[src/rtl/core/icss_pkg.sv]
// Shared types and constants for the impulse capture block.
// No dependencies; used by icss_ctrl and the top level, not by icss_store.
`default_nettype none

package icss_pkg;

  typedef enum logic [1:0] {
    PH_IDLE      = 2'd0,
    PH_CAPTURING = 2'd1,
    PH_COMPLETE  = 2'd2
  } phase_t;

  localparam logic [1:0] CMD_START = 2'd0;
  localparam logic [1:0] CMD_FRAME = 2'd1;
  localparam logic [1:0] CMD_READ  = 2'd2;

  localparam logic [1:0] REG_STOP_THRESHOLD = 2'd0;
  localparam logic [1:0] REG_MAX_FRAMES     = 2'd1;
  localparam logic [1:0] REG_QUIET_REQUIRED = 2'd2;

  localparam int THR_W   = 23;
  localparam int MAXF_W  = 15;
  localparam int QUIET_W = 16;
  localparam int CFG_W   = 23;

  localparam logic [THR_W-1:0]   THR_RESET   = 23'd8389;
  localparam logic [MAXF_W-1:0]  MAXF_RESET  = 15'd16384;
  localparam logic [QUIET_W-1:0] QUIET_RESET = 16'd4800;
  localparam logic [QUIET_W-1:0] QUIET_MAX   = 16'hFFFF;

  typedef struct packed {
    phase_t phase;
    logic   thr_stop;
    logic   done;
    logic   rd_ok;
  } status_t;

endpackage

`default_nettype wire

[src/rtl/core/icss_ctrl.sv]
// Capture control: config registers, phase, frame and quiet counters.
// Depends on icss_pkg.
`default_nettype none

module icss_ctrl #(
  parameter int STORE_DEPTH = 16384,
  parameter int SAMPLE_BITS = 24,
  parameter int IDX_W       = 14,
  parameter int CNT_W       = 15
) (
  input  wire logic                        clk,
  input  wire logic                        rst_n,
  input  wire logic                        cfg_we,
  input  wire logic [1:0]                  cfg_index,
  input  wire logic [icss_pkg::CFG_W-1:0]  cfg_wdata,
  input  wire logic                        acc,
  input  wire logic [1:0]                  cmd,
  input  wire logic [SAMPLE_BITS-1:0]      left_sample,
  input  wire logic [SAMPLE_BITS-1:0]      right_sample,
  input  wire logic [IDX_W-1:0]            read_index,
  output icss_pkg::status_t                status,
  output logic      [CNT_W-1:0]            frames,
  output logic                             wr_en,
  output logic      [IDX_W-1:0]            wr_addr
);

  localparam int MAG_W = SAMPLE_BITS - 1;
  localparam int CMP_W = (MAG_W > icss_pkg::THR_W) ? MAG_W : icss_pkg::THR_W;
  localparam int LIM_W = (CNT_W > icss_pkg::MAXF_W) ? CNT_W : icss_pkg::MAXF_W;
  localparam logic [SAMPLE_BITS-1:0] MOST_NEG = {1'b1, {MAG_W{1'b0}}};
  localparam logic [MAG_W-1:0]       MAG_MAX  = {MAG_W{1'b1}};

  function automatic logic [MAG_W-1:0] magnitude(input logic [SAMPLE_BITS-1:0] v);
    logic [SAMPLE_BITS-1:0] neg;
    neg = -v;
    if (v == MOST_NEG) begin
      return MAG_MAX;
    end else if (v[SAMPLE_BITS-1]) begin
      return neg[MAG_W-1:0];
    end else begin
      return v[MAG_W-1:0];
    end
  endfunction

  logic [icss_pkg::THR_W-1:0]   thr_r;
  logic [icss_pkg::MAXF_W-1:0]  maxf_r;
  logic [icss_pkg::QUIET_W-1:0] qreq_r;

  icss_pkg::phase_t             phase_r, phase_nxt;
  logic [CNT_W-1:0]             frame_cnt_r, frame_cnt_nxt;
  logic [icss_pkg::QUIET_W-1:0] quiet_r, quiet_nxt;
  logic                         seen_r, seen_nxt;
  logic                         tstop_r, tstop_nxt;
  logic                         done_r, done_nxt;
  logic                         rd_ok_r, rd_ok_nxt;

  logic [LIM_W-1:0]  limit;
  logic [LIM_W-1:0]  cnt_ext;
  logic [LIM_W-1:0]  cnt_inc;
  logic [MAG_W-1:0]  mag_l, mag_r, peak;
  logic              loud;
  logic              take_frame;

  always_comb begin
    if (LIM_W'(maxf_r) > LIM_W'(STORE_DEPTH)) begin
      limit = LIM_W'(STORE_DEPTH);
    end else begin
      limit = LIM_W'(maxf_r);
    end
    cnt_ext = LIM_W'(frame_cnt_r);
    cnt_inc = cnt_ext + LIM_W'(1);
    mag_l   = magnitude(left_sample);
    mag_r   = magnitude(right_sample);
    peak    = (mag_l > mag_r) ? mag_l : mag_r;
    loud    = CMP_W'(peak) > CMP_W'(thr_r);
    take_frame = (cmd == icss_pkg::CMD_FRAME) && (phase_r == icss_pkg::PH_CAPTURING) &&
                 (cnt_ext < limit);
  end

  always_comb begin
    phase_nxt     = phase_r;
    frame_cnt_nxt = frame_cnt_r;
    quiet_nxt     = quiet_r;
    seen_nxt      = seen_r;
    tstop_nxt     = tstop_r;
    done_nxt      = 1'b0;
    rd_ok_nxt     = 1'b0;
    unique case (cmd)
      icss_pkg::CMD_START: begin
        frame_cnt_nxt = '0;
        quiet_nxt     = '0;
        seen_nxt      = 1'b0;
        tstop_nxt     = 1'b0;
        if (limit == '0) begin
          phase_nxt = icss_pkg::PH_COMPLETE;
          done_nxt  = 1'b1;
        end else begin
          phase_nxt = icss_pkg::PH_CAPTURING;
        end
      end
      icss_pkg::CMD_FRAME: begin
        if (take_frame) begin
          if (loud) begin
            seen_nxt  = 1'b1;
            quiet_nxt = '0;
          end else if (seen_r && quiet_r != icss_pkg::QUIET_MAX) begin
            quiet_nxt = quiet_r + icss_pkg::QUIET_W'(1);
          end
          frame_cnt_nxt = frame_cnt_r + CNT_W'(1);
          if (seen_nxt && quiet_nxt >= qreq_r) begin
            tstop_nxt = 1'b1;
            phase_nxt = icss_pkg::PH_COMPLETE;
            done_nxt  = 1'b1;
          end else if (cnt_inc >= limit) begin
            tstop_nxt = 1'b0;
            phase_nxt = icss_pkg::PH_COMPLETE;
            done_nxt  = 1'b1;
          end
        end
      end
      icss_pkg::CMD_READ: begin
        rd_ok_nxt = CNT_W'(read_index) < frame_cnt_r;
      end
      default: begin
      end
    endcase
  end

  always_ff @(posedge clk) begin
    if (!rst_n) begin
      thr_r       <= icss_pkg::THR_RESET;
      maxf_r      <= icss_pkg::MAXF_RESET;
      qreq_r      <= icss_pkg::QUIET_RESET;
      phase_r     <= icss_pkg::PH_IDLE;
      frame_cnt_r <= '0;
      quiet_r     <= '0;
      seen_r      <= 1'b0;
      tstop_r     <= 1'b0;
      done_r      <= 1'b0;
      rd_ok_r     <= 1'b0;
    end else begin
      if (cfg_we) begin
        unique case (cfg_index)
          icss_pkg::REG_STOP_THRESHOLD: thr_r  <= cfg_wdata[icss_pkg::THR_W-1:0];
          icss_pkg::REG_MAX_FRAMES:     maxf_r <= cfg_wdata[icss_pkg::MAXF_W-1:0];
          icss_pkg::REG_QUIET_REQUIRED: qreq_r <= cfg_wdata[icss_pkg::QUIET_W-1:0];
          default: begin
          end
        endcase
      end
      if (acc) begin
        phase_r     <= phase_nxt;
        frame_cnt_r <= frame_cnt_nxt;
        quiet_r     <= quiet_nxt;
        seen_r      <= seen_nxt;
        tstop_r     <= tstop_nxt;
        done_r      <= done_nxt;
        rd_ok_r     <= rd_ok_nxt;
      end
    end
  end

  assign status.phase    = phase_r;
  assign status.thr_stop = tstop_r;
  assign status.done     = done_r;
  assign status.rd_ok    = rd_ok_r;
  assign frames          = frame_cnt_r;
  assign wr_en           = acc && take_frame;
  assign wr_addr         = frame_cnt_r[IDX_W-1:0];

endmodule

`default_nettype wire

[config.mk]
export PLATFORM = sky130hd
export DESIGN_NAME = icss_ctrl
export DESIGN_NICKNAME = d
export VERILOG_FILES = /design/src/rtl/core/icss_pkg.sv /design/src/rtl/core/icss_ctrl.sv
export SDC_FILE = /design/constraint.sdc
export NUM_CORES = 1
export LEC_CHECK = 0
export ABC_CLOCK_PERIOD_IN_PS = 7700
export BUFFER_PORTS_ARGS = -buffer_cell sky130_fd_sc_hd__buf_2
export CAP_MARGIN = 20
export CORE_MARGIN = 4
export CORE_UTILIZATION = 54
export CTS_BUF_LIST = sky130_fd_sc_hd__clkbuf_8
export DETAILED_ROUTE_END_ITERATION = 7
export GPL_TIMING_DRIVEN = 1
export PLACE_DENSITY = 0.76
export SLEW_MARGIN = 15
export SYNTH_ARGS = -nofsm -noshare
export SYNTH_HDL_FRONTEND = slang
export SYNTH_SLANG_ARGS = --single-unit
export TNS_END_PERCENT = 1
[constraint.sdc]
create_clock -name clk -period 7.7 [get_ports clk]
set_input_delay 1.54 -clock clk [delete_from_list [all_inputs] [get_ports clk]]
set_output_delay 1.54 -clock clk [all_outputs]
set_load 0.005 [all_outputs]
[After elaboration in Yosys (flattened, before gate mapping)]
Index checks and enable logic that the tools add are counted.
Storage, ports and cells
  logic and storage cells: 79
  output and inout port bits: 35
  bits of input ports: 93
  register bits: 91
Operators by class
  $lt $le $gt $ge: 7
  add/sub/neg operators: 4
  eq/ne operators: 10
  reductions and logical operators: 14
  mux-type cells: 34
Operator list (number)
  23-bit two-way mux: 5
  16-bit two-way mux: 5
  24-bit == test (second input constant): 2
  23-bit > comparator: 2
  23-bit negator: 2
  16-bit case mux with 2 select lines: 1
  15-bit two-way mux: 2
  15-bit case mux with 2 select lines: 1
  16-bit by 1-bit adder with 16-bit output (second input constant): 1
  16-bit >= comparator: 1
  16-bit inequality test (second input constant): 1
  15-bit by 1-bit adder with 15-bit output (second input constant): 1
  15-bit >= comparator: 1
  15-bit > comparator (second input constant): 1
  15-bit zero test: 1
  14-bit by 15-bit less-than comparator with 1-bit output: 1
  15-bit less-than comparator: 1
  1-bit two-way mux: 12
  2-bit two-way mux: 4
  2-bit by 1-bit == test with 1-bit output (second input constant): 3
  1-bit case mux with 2 select lines: 3
  2-bit AND reduction: 3
  1-bit logical AND: 5
  2-bit == test (second input constant): 2
  other kinds (7): 8

[Depth between registers and ports, before layout]
Gate-level depths: netlist of run 1.
  word-level depth: 14
  depth in mapped cells: 34
  depth with buffers taken out: 30

[Least setup slack after synthesis of run 1]
Ideal clock, no wire load.
  path kind: in2reg
  from: input port right_sample[6]
  to: register done_r
  cell stages on the path: 33
  required time: 7.579 ns
  path buffers: 5
  setup slack: -0.660 ns
  setup time: 0.121 ns
  arrival time: 8.239 ns
  path through: or4_1 nor4_2 nand4_1 or3b_1 clkbuf_1 buf_2 nand2_1 inv_1 ha_1 a21o_1 a21o_1 a21oi_1 o21ai_0 a2111oi_0 a21oi_1 clkbuf_1 mux2_2 ha_1 nand4_1 nor4_1 o31ai_1 a31oi_1 clkbuf_1 clkbuf_1 nor2_1 ha_1 a21oi_1 o21ai_0 a221oi_1 o21ai_0 o211ai_1 and2_1 o21ai_0
On the way
  cells in the longest elaborated chain, start to end: 14
  elaborated cells on any way between the ends: 18
  classes of those cells: 1 x add/sub; 3 x order compare; 1 x eq/ne; 12 x mux; 1 x reduce/logical
Ends and longest elaborated chain
  from (decl): line icss_ctrl.sv:19  | input wire logic [SAMPLE_BITS-1:0] right_sample,
  23-bit negator: line icss_ctrl.sv:35  | neg = -v;
  23-bit two-way mux: line icss_ctrl.sv:38  | end else if (v[SAMPLE_BITS-1]) begin
  23-bit two-way mux *: line icss_ctrl.sv:36  | if (v == MOST_NEG) begin
  23-bit > comparator: line icss_ctrl.sv:74  | peak = (mag_l > mag_r) ? mag_l : mag_r;
  23-bit two-way mux *: line icss_ctrl.sv:74
  23-bit > comparator *: line icss_ctrl.sv:75  | loud = CMP_W'(peak) > CMP_W'(thr_r);
  16-bit two-way mux: line icss_ctrl.sv:103  | if (loud) begin
  16-bit two-way mux: line icss_ctrl.sv:102  | if (take_frame) begin
  16-bit two-way mux: line icss_ctrl.sv:88  | unique case (cmd)
  16-bit >= comparator: line icss_ctrl.sv:110  | if (seen_nxt && quiet_nxt >= qreq_r) begin
  1-bit logical AND *: line icss_ctrl.sv:110
  1-bit two-way mux *: line icss_ctrl.sv:110
  1-bit two-way mux *: line icss_ctrl.sv:102
  1-bit case mux with 2 select lines *: line icss_ctrl.sv:88
  to (signal assigned): line icss_ctrl.sv:157  | done_r <= done_nxt;
  to (decl): line icss_ctrl.sv:54  | logic done_r, done_nxt;
Every way passes the cells marked *; elsewhere a longest branch is shown, timed or not. The select of a mux whose other input is x is not followed.
A chain may end at the register's enable or synchronous reset.

[Worst setup path after layout of run 1]
  from: input port left_sample[9]
  to: register done_r
On the way
  cells in the longest elaborated chain, start to end: 14
  elaborated cells on any way between the ends: 18
  classes of those cells: 1 x add/sub; 3 x order compare; 1 x eq/ne; 12 x mux; 1 x reduce/logical
Ends and longest elaborated chain
  from (decl): line icss_ctrl.sv:18  | input wire logic [SAMPLE_BITS-1:0] left_sample,
  23-bit negator: line icss_ctrl.sv:35
  23-bit two-way mux: line icss_ctrl.sv:38
  23-bit two-way mux *: line icss_ctrl.sv:36
  23-bit > comparator: line icss_ctrl.sv:74
  23-bit two-way mux *: line icss_ctrl.sv:74
  23-bit > comparator *: line icss_ctrl.sv:75
  16-bit two-way mux: line icss_ctrl.sv:103
  16-bit two-way mux: line icss_ctrl.sv:102
  16-bit two-way mux: line icss_ctrl.sv:88
  16-bit >= comparator: line icss_ctrl.sv:110
  1-bit logical AND *: line icss_ctrl.sv:110
  1-bit two-way mux *: line icss_ctrl.sv:110
  1-bit two-way mux *: line icss_ctrl.sv:102
  1-bit case mux with 2 select lines *: line icss_ctrl.sv:88
Marks and branches as above.

==> out/metrics.json, run 1 <==
{
  "routing": {
    "route.antenna.remaining_nets": 0,
    "num_vias": 8297,
    "detail_route.first_pass.iterations": 5,
    "post_route_drc_violation_count": 0,
    "drt_iter0_drc": 506,
    "drt_wl_total_um": 22360,
    "vias_per_cell": 5.587,
    "routedWlPerCell_um": 15.06
  },
  "synthesis": {
    "yosys.cell_types.count": 65,
    "dominantRegCellSynth": "sky130_fd_sc_hd__dfxtp_1",
    "synth-edff-count": 0,
    "asyncSetResetFlopFracSynth_pct": 0,
    "ys_ff_latch": 91,
    "post-synth-top-count-cell": "sky130_fd_sc_hd__nand2_1",
    "netlist.area_leader.share_pct": 21.95,
    "yosysSeqAreaShare_pct": 21.95,
    "netlist_top_cells_area": "sky130_fd_sc_hd__dfxtp_1 22%, sky130_fd_sc_hd__ha_1 16%, sky130_fd_sc_hd__nand2_1 8.8%",
    "syn_area_per_cell_um2": 7.560,
    "synth_area_leader_cell": "sky130_fd_sc_hd__dfxtp_1",
    "post_synth_instance_area_um2": 8300,
    "netlist_instances": 1098,
    "synth.top_cells.by_count": "194 x sky130_fd_sc_hd__nand2_1, 109 x sky130_fd_sc_hd__ha_1, 92 x sky130_fd_sc_hd__inv_1",
    "ys_warn_count": 0,
    "mappedNetlistNets": 1300
  },
  "placement": {
    "gp_congestion": 0.9118,
    "preCtsSetupSlack_ns": -0.7845,
    "dpl-instance-area_um2": 9753,
    "dp.cells": 1458,
    "portBuffers": 127,
    "post-dp-hpwl_um": 17180
  },
  "global_route": {
    "antenna_found_initial": 0,
    "globalRouteTotalUtil_pct": 24.05,
    "gr-usage-met2_pct": 39.54,
    "grt_pass1_wl_um": 36000,
    "vias_in_the_first_global_route": 7609,
    "grt_max_degree": 80,
    "use_met1_pct": 33.69,
    "groute.layer.met3.usage_pct": 3.282,
    "grt_overflow_total": 0,
    "grt.busiest_layer": "met2"
  },
  "min_path": {
    "hold_path.class": "flop to flop",
    "hold_path.startpoint": "thr_r[9]$_SDFFE_PN0P_"
  },
  "sta": {
    "worst_hold_slack_ns": 0.4687,
    "period_minus_slack_ns": 8.088,
    "final_hold_viol_count": 0,
    "fmax_ghz": 0.1236,
    "worst_pin_slew_ns": 0.9875,
    "final_worst_path_period_share_pct": 105.0,
    "layout_setup_ws_ns": -0.3881,
    "timing_max_transition_violations_final": 0,
    "setup_viols_final": 4,
    "finalClockSkew_ns": 0.01254,
    "unrepaired_setup_endpoints_after_global_routing": "yes",
    "timing.slew.headroom_pct": 33.92
  },
  "die": {
    "initial_utilization_pct": 54.80,
    "floorplan.io_pins": 128,
    "row_count": 45,
    "fp.dieW_um": 132.0,
    "core_area_um2": 15150,
    "dieHeight_um": 132.0,
    "die-area_um2": 17420
  },
  "finish": {
    "final_util_pct": 68.18,
    "final_design_area_no_fill_um2": 10330,
    "fin_nets": 1494,
    "num_antenna_cells": 0,
    "instances_no_fill": 1485,
    "drive_above_1_share_pct": 25.75,
    "flow.area_growth_from_synthesis_pct": 24.41
  },
  "power_and_ir_drop": {
    "power.clock.fraction_pct": 23.3,
    "netSwitchingPower_mw": 0.3994,
    "power_per_cell_area_nw_per_um2": 117.9,
    "p_leak_nw": 4.513,
    "sequentialPowerShare_pct": 40.1,
    "netSwitchingFraction_pct": 32.80,
    "power.ir.vdd_worst_v": 0.00008868,
    "power.internal_mw": 0.8184,
    "pwr-share-comb_pct": 36.6
  },
  "worst_setup_path": {
    "r2r_setup_slack_ns": 3.73,
    "kind_of_cell_adding_the_most_delay_to_the_critical_path": "simple AND/OR/NAND/NOR gates",
    "critPathArrivalTime_ns": 8.34,
    "r2r-start": "maxf_r[9]$_SDFFE_PN0P_",
    "cp_num_buf_inv": 6,
    "crit_path_max_incr_delay_ns": 0.55,
    "critical_path.startpoint": "left_sample[9]",
    "kind_of_launch_point_of_the_worst_setup_path": "primary input",
    "critical_path_required_ns": 7.96,
    "timing.critical_path.fanout_max": 8,
    "worst-setup-path-type": "primary input to flop",
    "critical-path-slowest-cell": "sky130_fd_sc_hd__or4_4",
    "crit_path_end_kind": "flop"
  },
  "cts": {
    "cts.sinks": 91,
    "clk-insertion-delay-late_ns": 0.36,
    "post_cts_hold_buffer_count": 0,
    "clk_root_buffer_cell": "sky130_fd_sc_hd__clkbuf_8",
    "ctsLongestPathBuffers": 2,
    "ctsHtreeMaxLevel": 3,
    "tritoncts": "done",
    "clkSlewWorstSetupHoldPaths_ns": 0.09,
    "cts_inserted_buffers": 9
  },
  "run_status": {
    "result_of_the_run": "finished, violations left",
    "violations": "setup timing"
  },
  "job": {
    "maxCapViolations": 0
  }
}
## final cells by class
| cell class | count | area, µm² |
|---|---|---|
| multi-input cells | 856 | 6183 |
| fillers | 1234 | 4820 |
| clock inverters | 7 | 37.54 |
| flip-flops and latches | 91 | 1822 |
| well taps | 188 | 235.2 |
| clock buffers | 9 | 123.9 |
| repair buffers | 241 | 1575 |
| inverters | 93 | 349.1 |
## placed cells by master (no fill, tap or decap), types with 25 or more instances in the layout
| cell | n |
|---|---|
| sky130_fd_sc_hd__nand3_1 | 29 |
| sky130_fd_sc_hd__inv_1 | 94 |
| sky130_fd_sc_hd__xor2_1 | 32 |
| sky130_fd_sc_hd__nor3_1 | 25 |
| sky130_fd_sc_hd__nand2_1 | 194 |
| sky130_fd_sc_hd__o21ai_0 | 39 |
| sky130_fd_sc_hd__ha_1 | 98 |
| sky130_fd_sc_hd__a21boi_0 | 60 |
| sky130_fd_sc_hd__buf_4 | 108 |
| sky130_fd_sc_hd__dfxtp_1 | 91 |
| sky130_fd_sc_hd__xnor2_1 | 26 |
| sky130_fd_sc_hd__nor2_1 | 43 |
| sky130_fd_sc_hd__buf_2 | 125 |
| sky130_fd_sc_hd__a21oi_1 | 41 |
## metrics by stage
stage,power [mW],setup TNS [ns]
6_report,1.218,-1.402
5_1_grt,1.288,-2.565
4_1_cts,1.173,-0.1548
3_5_place_dp,0.8848,-5.259
3_3_place_gp,0.8763,-2.827
2_1_floorplan,0.7380,-0.8816
## power groups by stage
stage / registers [mW] / clock network, mW / logic, mW
6_report: 0.488 / 0.284 / 0.445
5_1_grt: 0.490 / 0.306 / 0.492
4_1_cts: 0.488 / 0.287 / 0.399
3_5_place_dp: 0.499 / 0 / 0.386
3_3_place_gp: 0.499 / 0 / 0.378
2_1_floorplan: 0.497 / 0 / 0.241
## timing repair
action                     CTS  global route
setup buffers                2             7
pin swaps                    3            34
gates resized for setup     11            47
gates cloned                 0             3
setup endpoints to repair    4             4
## logic make-up (layout without fill, tap and decap cells)
logic type	after synthesis	count (layout)	synth area share (%)
multiplexers	27	27	3.603
buffers and inverters	151	350	7.763
AO/OA/AOI/OAI	264	264	21.18
flip-flops	91	91	21.95
adder cells (fa/ha/maj)	109	109	16.43
XOR/XNOR	58	58	6.120
AND/OR/NAND/NOR	398	398	22.96
## worst reg2reg max path, stage by stage (launching register included)
cell and delay [ns]:
sky130_fd_sc_hd__dfxtp_1 0.33, sky130_fd_sc_hd__nor4_1 0.38, sky130_fd_sc_hd__nand4_1 0.23, sky130_fd_sc_hd__nand2_1 0.14, sky130_fd_sc_hd__nand2_1 0.09, sky130_fd_sc_hd__ha_1 0.29
sky130_fd_sc_hd__o211ai_1 0.19, sky130_fd_sc_hd__a21oi_1 0.08, sky130_fd_sc_hd__o41ai_1 0.61, sky130_fd_sc_hd__a21oi_1 0.19, sky130_fd_sc_hd__buf_4 0.26, sky130_fd_sc_hd__and2_1 0.38
sky130_fd_sc_hd__nand2_1 0.51, sky130_fd_sc_hd__a31oi_1 0.17
## path summary, 6_finish.rpt
| path | endpoint | cells past startpoint |
|---|---|---|
| setup / recovery | done_r$_SDFFE_PN0P_ | 33 |
| hold / removal | thr_r[9]$_SDFFE_PN0P_ | 2 |
| setup reg to reg | quiet_r[9]$_SDFFE_PN0P_ | 13 |
| hold reg to reg | thr_r[9]$_SDFFE_PN0P_ | 2 |
## flip-flops by register name, indices dropped and copies added (netlist names)
register,cells
frames,15
done_r,1
maxf_r,15
seen_r,1
qreq_r,16
quiet_r,16
phase_r,2
rd_ok_r,1
thr_r,23
tstop_r,1
## per-layer routing
| layer | share of wire [%] | wire length, µm |
|---|---|---|
| met3 | 5.7 | 1273 |
| met2 | 46 | 10250 |
| met1 | 47 | 10450 |
| met4 | 1.7 | 383 |
| met5 | 0 | 0 |
Power figures use the tool's default switching activity.
==> run 2, diff against run 1 <==
- PLACE_DENSITY: 0.76 -> 0.86
==> run 2 against run 1 <==
Against the previous run: cell count grew 0.34%; wire length rose by 11%; the flow still finishes with violations (setup timing); critical path depth down 1; clock power increased by 38%; highest routed layer unchanged.
==> out/metrics.json, run 2 (synthesis gave the netlist of run 1 again) <==
{
  "worst_setup_path": {
    "kind_of_cell_adding_the_most_delay_to_the_critical_path": "simple AND/OR/NAND/NOR gates",
    "timing.critical_path.fanout_max": 8,
    "path_common_cell": "sky130_fd_sc_hd__a21oi_2",
    "worst-setup-path-type": "primary input to flop",
    "critPathArrivalTime_ns": 8.25,
    "critical_path_required_ns": 7.97,
    "kind_of_launch_point_of_the_worst_setup_path": "primary input",
    "crit_path_end_kind": "flop",
    "critical-path-slowest-cell": "sky130_fd_sc_hd__or4_4",
    "crit_path_max_incr_delay_ns": 0.53,
    "r2r_setup_slack_ns": 3.69,
    "cp_num_buf_inv": 5
  },
  "cts": {
    "cts.sinks": 91,
    "ctsHtreeMaxLevel": 3,
    "ctsLongestPathBuffers": 2,
    "clk-insertion-delay-late_ns": 0.37,
    "clkSlewWorstSetupHoldPaths_ns": 0.09,
    "tritoncts": "done",
    "cts_inserted_buffers": 9,
    "clk_root_buffer_cell": "sky130_fd_sc_hd__clkbuf_8"
  },
  "routing": {
    "drt_iter0_drc": 798,
    "vias_per_cell": 5.965,
    "num_vias": 8888,
    "post_route_drc_violation_count": 0,
    "met2_wirelength_um": 11320,
    "topRoutingLayerUsed": "met4",
    "drt_wl_total_um": 24760,
    "detail_route.first_pass.iterations": 7,
    "routedWlPerCell_um": 16.61,
    "detailroute.wirelength.met3_um": 1987,
    "wirelength_met1_um": 10700,
    "route.antenna.remaining_nets": 0
  },
  "placement": {
    "gp_congestion": 0.9635,
    "portBuffers": 127,
    "dpl-instance-area_um2": 9776,
    "post-dp-hpwl_um": 18100
  },
  "global_route": {
    "antenna_found_initial": 0,
    "grt_pass1_wl_um": 39220,
    "vias_in_the_first_global_route": 8212,
    "grt_max_degree": 80,
    "grt_overflow_total": 0,
    "globalRouteTotalUtil_pct": 26.46
  },
  "finish": {
    "ff_latch_area_um2": 1822,
    "final_design_area_no_fill_um2": 10320,
    "largest_reg_flops": 23,
    "multiInputGateArea_um2": 6095,
    "num_antenna_cells": 0,
    "mostFrequentLayoutCells": "194 x sky130_fd_sc_hd__nand2_1, 128 x sky130_fd_sc_hd__buf_2, 110 x sky130_fd_sc_hd__buf_4, 100 x sky130_fd_sc_hd__ha_1, 92 x sky130_fd_sc_hd__inv_1",
    "fillCellCount": 1099,
    "flow.area_growth_from_synthesis_pct": 24.38,
    "max_flop_register": "thr_r",
    "fin_nets": 1499,
    "drive_above_1_share_pct": 25.58,
    "layout_commonest_cell": "sky130_fd_sc_hd__nand2_1",
    "top_regs": "thr_r (23), qreq_r (16), quiet_r (16)"
  },
  "power_and_ir_drop": {
    "power.ir.vdd_worst_v": 0.0001015,
    "power_per_cell_area_nw_per_um2": 130.0,
    "p_leak_nw": 4.543
  },
  "sta": {
    "fin_setup_tns_ns": -1.059,
    "timing.slew.headroom_pct": 34.11,
    "layout_setup_ws_ns": -0.2865,
    "final_worst_path_period_share_pct": 103.7,
    "setup_viols_final": 4,
    "worst_pin_slew_ns": 0.9847,
    "fmax_ghz": 0.1252,
    "finalClockSkew_ns": 0.01045,
    "final_hold_viol_count": 0,
    "period_minus_slack_ns": 7.987,
    "timing_max_transition_violations_final": 0,
    "unrepaired_setup_endpoints_after_global_routing": "yes"
  },
  "die": {
    "dieHeight_um": 132.0,
    "fp.dieW_um": 132.0,
    "die-area_um2": 17420,
    "core_area_um2": 15150,
    "row_count": 45,
    "initial_utilization_pct": 54.80,
    "floorplan.io_pins": 128
  },
  "job": {
    "maxCapViolations": 0
  },
  "min_path": {
    "hold_path.class": "flop to flop"
  },
  "run_status": {
    "result_of_the_run": "finished, violations left",
    "violations": "setup timing"
  }
}
run 2: cell count changes in the layout (fill, tap and decap cells not counted), sizes merged:
cell    delta
clkbuf     -2
buf        +7
inv        -4
clkinv     +1
bufinv     +3
run 2: metal layers:
layer  vias up  track usage [%]
met5         -                0
met4         0            8.810
met3        72            3.855
met2       432            42.56
met1      4126            36.45
li1       4258                -
run 2: per-stage QoR:
| step | power, mW | worst slack [ns] | util, % | hold slack, ns | std cells |
|---|---|---|---|---|---|
| 4_1_cts | 1.294 | -0.1552 | 67.05 | 0.4707 | 1482 |
| 2_1_floorplan | 0.7380 | -0.2367 | - | 0.4435 | 1098 |
| 5_1_grt | 1.402 | -0.5086 | 68.16 | 0.4886 | 1490 |
| 6_report | 1.343 | -0.2865 | 68.16 | 0.4684 | 1490 |
| 3_3_place_gp | 0.8756 | -0.5346 | 64.54 | 0.4507 | 1461 |
| 3_5_place_dp | 0.8896 | -0.8041 | 64.54 | 0.4580 | 1461 |
run 2: layout make-up:
class / instances / area share [%]
clock buffers: 9 / 1.200
clock inverters: 7 / 1.127
inverters: 93 / 3.381
multi-input cells: 856 / 59.04
flip-flops and latches: 91 / 17.65
well taps: 188 / 2.279
repair buffers: 246 / 15.33
run 2: where the power goes:
| group | switching (mW) | leakage [nW] | internal [mW] |
|---|---|---|---|
| clock | 0.176 | 0.119 | 0.215 |
| combinational | 0.236 | 3.69 | 0.227 |
| sequential | 0.00739 | 0.738 | 0.481 |
| total | 0.419 | 4.54 | 0.924 |
run 2: worst reg2reg max path, delay by kind of cell (launching register included):
| kind | cells | cell delay, ns |
|---|---|---|
| AO/OA/AOI/OAI | 5 | 1.25 |
| AND/OR/NAND/NOR | 7 | 1.59 |
| flip-flops | 1 | 0.45 |
| XOR/XNOR | 1 | 0.26 |
| buffers and inverters | 1 | 0.10 |
| adder cells (fa/ha/maj) | 1 | 0.32 |
run 2: final timing paths:
check	depth (start not counted)	start	endpoint
worst max register to register	15	quiet_r[4]$_SDFFE_PN0P_	phase_r[1]$_SDFFE_PN0P_
worst min register to register	2	thr_r[11]$_SDFFE_PN0P_	thr_r[11]$_SDFFE_PN0P_
worst max-delay path	32	left_sample[6]	phase_r[1]$_SDFFE_PN0P_
worst min-delay path	2	thr_r[11]$_SDFFE_PN0P_	thr_r[11]$_SDFFE_PN0P_
run 2: repair_timing:
action	CTS	global route
setup endpoints to repair	4	4
hold buffers	0	0
endpoints found under the hold margin	0	0
resized for setup	18	21
setup buffers	4	7
pin swaps	16	16
cloned	1	1
==> run 3, diff against run 2 <==
- PLACE_DENSITY: 0.86 -> 0.79
==> run 3 against run 2 <==
Against the previous run: the run still ends with setup timing left; wire length shrank 11%; critical path type unchanged; critical endpoint is now tstop_r$_SDFFE_PN0P_; worst setup slack gained 0.19 ns; combinational power shrank 12%; register-to-register slack gained 0.06 ns; cell count shrank 0.54%; power shrank 8.5%; sequential share of layout area grew 0.45 points.
==> out/metrics.json, run 3 (synthesis gave the netlist of run 1 again) <==
{
  "cts": {
    "ctsHtreeMaxLevel": 3,
    "tritoncts": "done",
    "cts_inserted_buffers": 9,
    "clkSlewWorstSetupHoldPaths_ns": 0.09,
    "ctsLongestPathBuffers": 2,
    "clk-insertion-delay-late_ns": 0.37,
    "clk_root_buffer_cell": "sky130_fd_sc_hd__clkbuf_8",
    "cts.sinks": 91
  },
  "worst_setup_path": {
    "critical_path_depth": 31,
    "r2r-start": "frames[0]$_SDFFE_PN0P_",
    "critical_path_required_ns": 8.00,
    "r2r_cells": 13,
    "worst-setup-path-type": "primary input to flop",
    "kind_of_cell_adding_the_most_delay_to_the_critical_path": "compound AO/OA/AOI/OAI gates",
    "r2r_setup_slack_ns": 3.75,
    "timing.critical_path.fanout_max": 17,
    "crit_path_end_kind": "flop",
    "crit_end": "tstop_r$_SDFFE_PN0P_",
    "kind_of_launch_point_of_the_worst_setup_path": "primary input",
    "critical-path-slowest-cell": "sky130_fd_sc_hd__or4_4",
    "critical_path.startpoint": "left_sample[6]",
    "ff_to_ff_end": "tstop_r$_SDFFE_PN0P_",
    "critPathArrivalTime_ns": 8.10,
    "crit_path_max_incr_delay_ns": 0.53,
    "cp_num_buf_inv": 4
  },
  "routing": {
    "vias_per_cell": 5.601,
    "route.antenna.remaining_nets": 0,
    "post_route_drc_violation_count": 0,
    "drt_iter0_drc": 534,
    "drt_wl_total_um": 21980,
    "detail_route.first_pass.iterations": 5,
    "routedWlPerCell_um": 14.83,
    "num_vias": 8300
  },
  "finish": {
    "layout_commonest_cell": "sky130_fd_sc_hd__nand2_1",
    "flow.area_growth_from_synthesis_pct": 21.27,
    "instances_no_fill": 1482,
    "max_flop_register": "thr_r",
    "num_antenna_cells": 0,
    "fin_nets": 1491,
    "fillCellCount": 1254,
    "drive_above_1_share_pct": 23.65,
    "top_regs": "thr_r (23), qreq_r (16), quiet_r (16)",
    "mostFrequentLayoutCells": "194 x sky130_fd_sc_hd__nand2_1, 127 x sky130_fd_sc_hd__buf_2, 109 x sky130_fd_sc_hd__buf_4, 104 x sky130_fd_sc_hd__ha_1, 93 x sky130_fd_sc_hd__inv_1",
    "largest_reg_flops": 23,
    "final_design_area_no_fill_um2": 10070
  },
  "placement": {
    "post-dp-hpwl_um": 17530,
    "preCtsSetupSlack_ns": -0.7877,
    "dp.cells": 1464,
    "gp_congestion": 0.9059,
    "portBuffers": 127,
    "dpl-instance-area_um2": 9798
  },
  "die": {
    "initial_utilization_pct": 54.80,
    "dieHeight_um": 132.0,
    "floorplan.io_pins": 128,
    "die-area_um2": 17420,
    "fp.dieW_um": 132.0,
    "core_area_um2": 15150,
    "row_count": 45
  },
  "sta": {
    "final_hold_viol_count": 0,
    "setup_viols_final": 4,
    "final_worst_path_period_share_pct": 101.3,
    "timing_max_transition_violations_final": 0,
    "finalClockSkew_ns": 0.01246,
    "unrepaired_setup_endpoints_after_global_routing": "yes",
    "timing.slew.headroom_pct": 31.61,
    "fmax_ghz": 0.1282,
    "layout_setup_ws_ns": -0.09793,
    "worst_pin_slew_ns": 1.022,
    "period_minus_slack_ns": 7.798
  },
  "power_and_ir_drop": {
    "power.ir.vdd_worst_v": 0.0001054,
    "power_per_cell_area_nw_per_um2": 122.1,
    "p_leak_nw": 4.446
  },
  "run_status": {
    "result_of_the_run": "finished, violations left",
    "violations": "setup timing"
  },
  "global_route": {
    "antenna_found_initial": 0,
    "grt_max_degree": 80,
    "grt_overflow_total": 0,
    "grt_pass1_wl_um": 36360,
    "globalRouteTotalUtil_pct": 24.34,
    "vias_in_the_first_global_route": 7815
  },
  "job": {
    "maxCapViolations": 0
  },
  "min_path": {
    "hold_path.class": "flop to flop"
  }
}
==> run 3: routing by layer <==
metal	vias to the layer above	GRT usage, %	wire length, µm
met5	-	0	0
met1	3802	33.49	10310
met3	25	2.977	1137
met2	241	41.11	10190
met4	0	5.076	330
li1	4232	-	-
==> run 3: worst register-to-register path, stage by stage (launching register included) <==
cell and delay (ns):
sky130_fd_sc_hd__dfxtp_1 0.51, sky130_fd_sc_hd__ha_1 0.33, sky130_fd_sc_hd__nand3_1 0.18, sky130_fd_sc_hd__nor4_1 0.75, sky130_fd_sc_hd__and3_1 0.36, sky130_fd_sc_hd__and3_1 0.24
sky130_fd_sc_hd__xor2_1 0.17, sky130_fd_sc_hd__ha_1 0.26, sky130_fd_sc_hd__o2111a_1 0.17, sky130_fd_sc_hd__o31ai_1 0.10, sky130_fd_sc_hd__o2111ai_1 0.16, sky130_fd_sc_hd__o21ai_0 0.33
sky130_fd_sc_hd__nand3_1 0.14, sky130_fd_sc_hd__a21boi_1 0.18
==> run 3: power breakdown <==
group	switching, mW	internal (mW)	leakage, nW
Sequential	0.00661	0.481	0.738
Clock	0.175	0.159	0.0963
Combinational	0.207	0.200	3.61
==> run 3: worst min path at each step <==
stage,start,endpoint,cells past startpoint
final,thr_r[10]$_SDFFE_PN0P_,thr_r[10]$_SDFFE_PN0P_,2
after global placement,thr_r[14]$_SDFFE_PN0P_,thr_r[14]$_SDFFE_PN0P_,2
after detailed placement,thr_r[10]$_SDFFE_PN0P_,thr_r[10]$_SDFFE_PN0P_,2
after CTS,thr_r[10]$_SDFFE_PN0P_,thr_r[10]$_SDFFE_PN0P_,2
after floorplan,qreq_r[14]$_SDFFE_PN0P_,qreq_r[14]$_SDFFE_PN0P_,2
after global routing,thr_r[16]$_SDFFE_PN0P_,thr_r[16]$_SDFFE_PN0P_,2
==> run 3: area by class of cell <==
cell class                      instances  area [µm²]  share of cell area (%)
Tap cell                              188       235.2                   2.337
Inverter                               93       349.1                   3.468
Timing Repair Buffer                  238        1494                   14.84
Sequential cell                        91        1822                   18.10
Clock buffer                           10       137.6                   1.367
Multi-Input combinational cell        856        5963                   59.24
Clock inverter                          6       65.06                  0.6464
==> run 3: through the flow <==
| stage | TNS (ns) | power (mW) | hold slack [ns] | util (%) |
|---|---|---|---|---|
| 2_1_floorplan | -0.8816 | 0.7380 | 0.4435 | - |
| 3_3_place_gp | -2.179 | 0.8815 | 0.4506 | 64.69 |
| 3_5_place_dp | -4.633 | 0.8944 | 0.4590 | 64.69 |
| 4_1_cts | -0.4530 | 1.231 | 0.4706 | 66.24 |
| 5_1_grt | -1.672 | 1.302 | 0.4928 | 66.46 |
| 6_report | -0.3703 | 1.229 | 0.4672 | 66.46 |
==> run 3: what timing repair did <==
| item | 4_1_cts | 5_1_grt |
|---|---|---|
| setup endpoints to repair | 4 | 4 |
| pin swaps | 3 | 4 |
| cloned | 0 | 0 |
| resized for setup | 7 | 5 |
| hold buffers | 0 | 0 |
| buffers inserted | 1 | 1 |
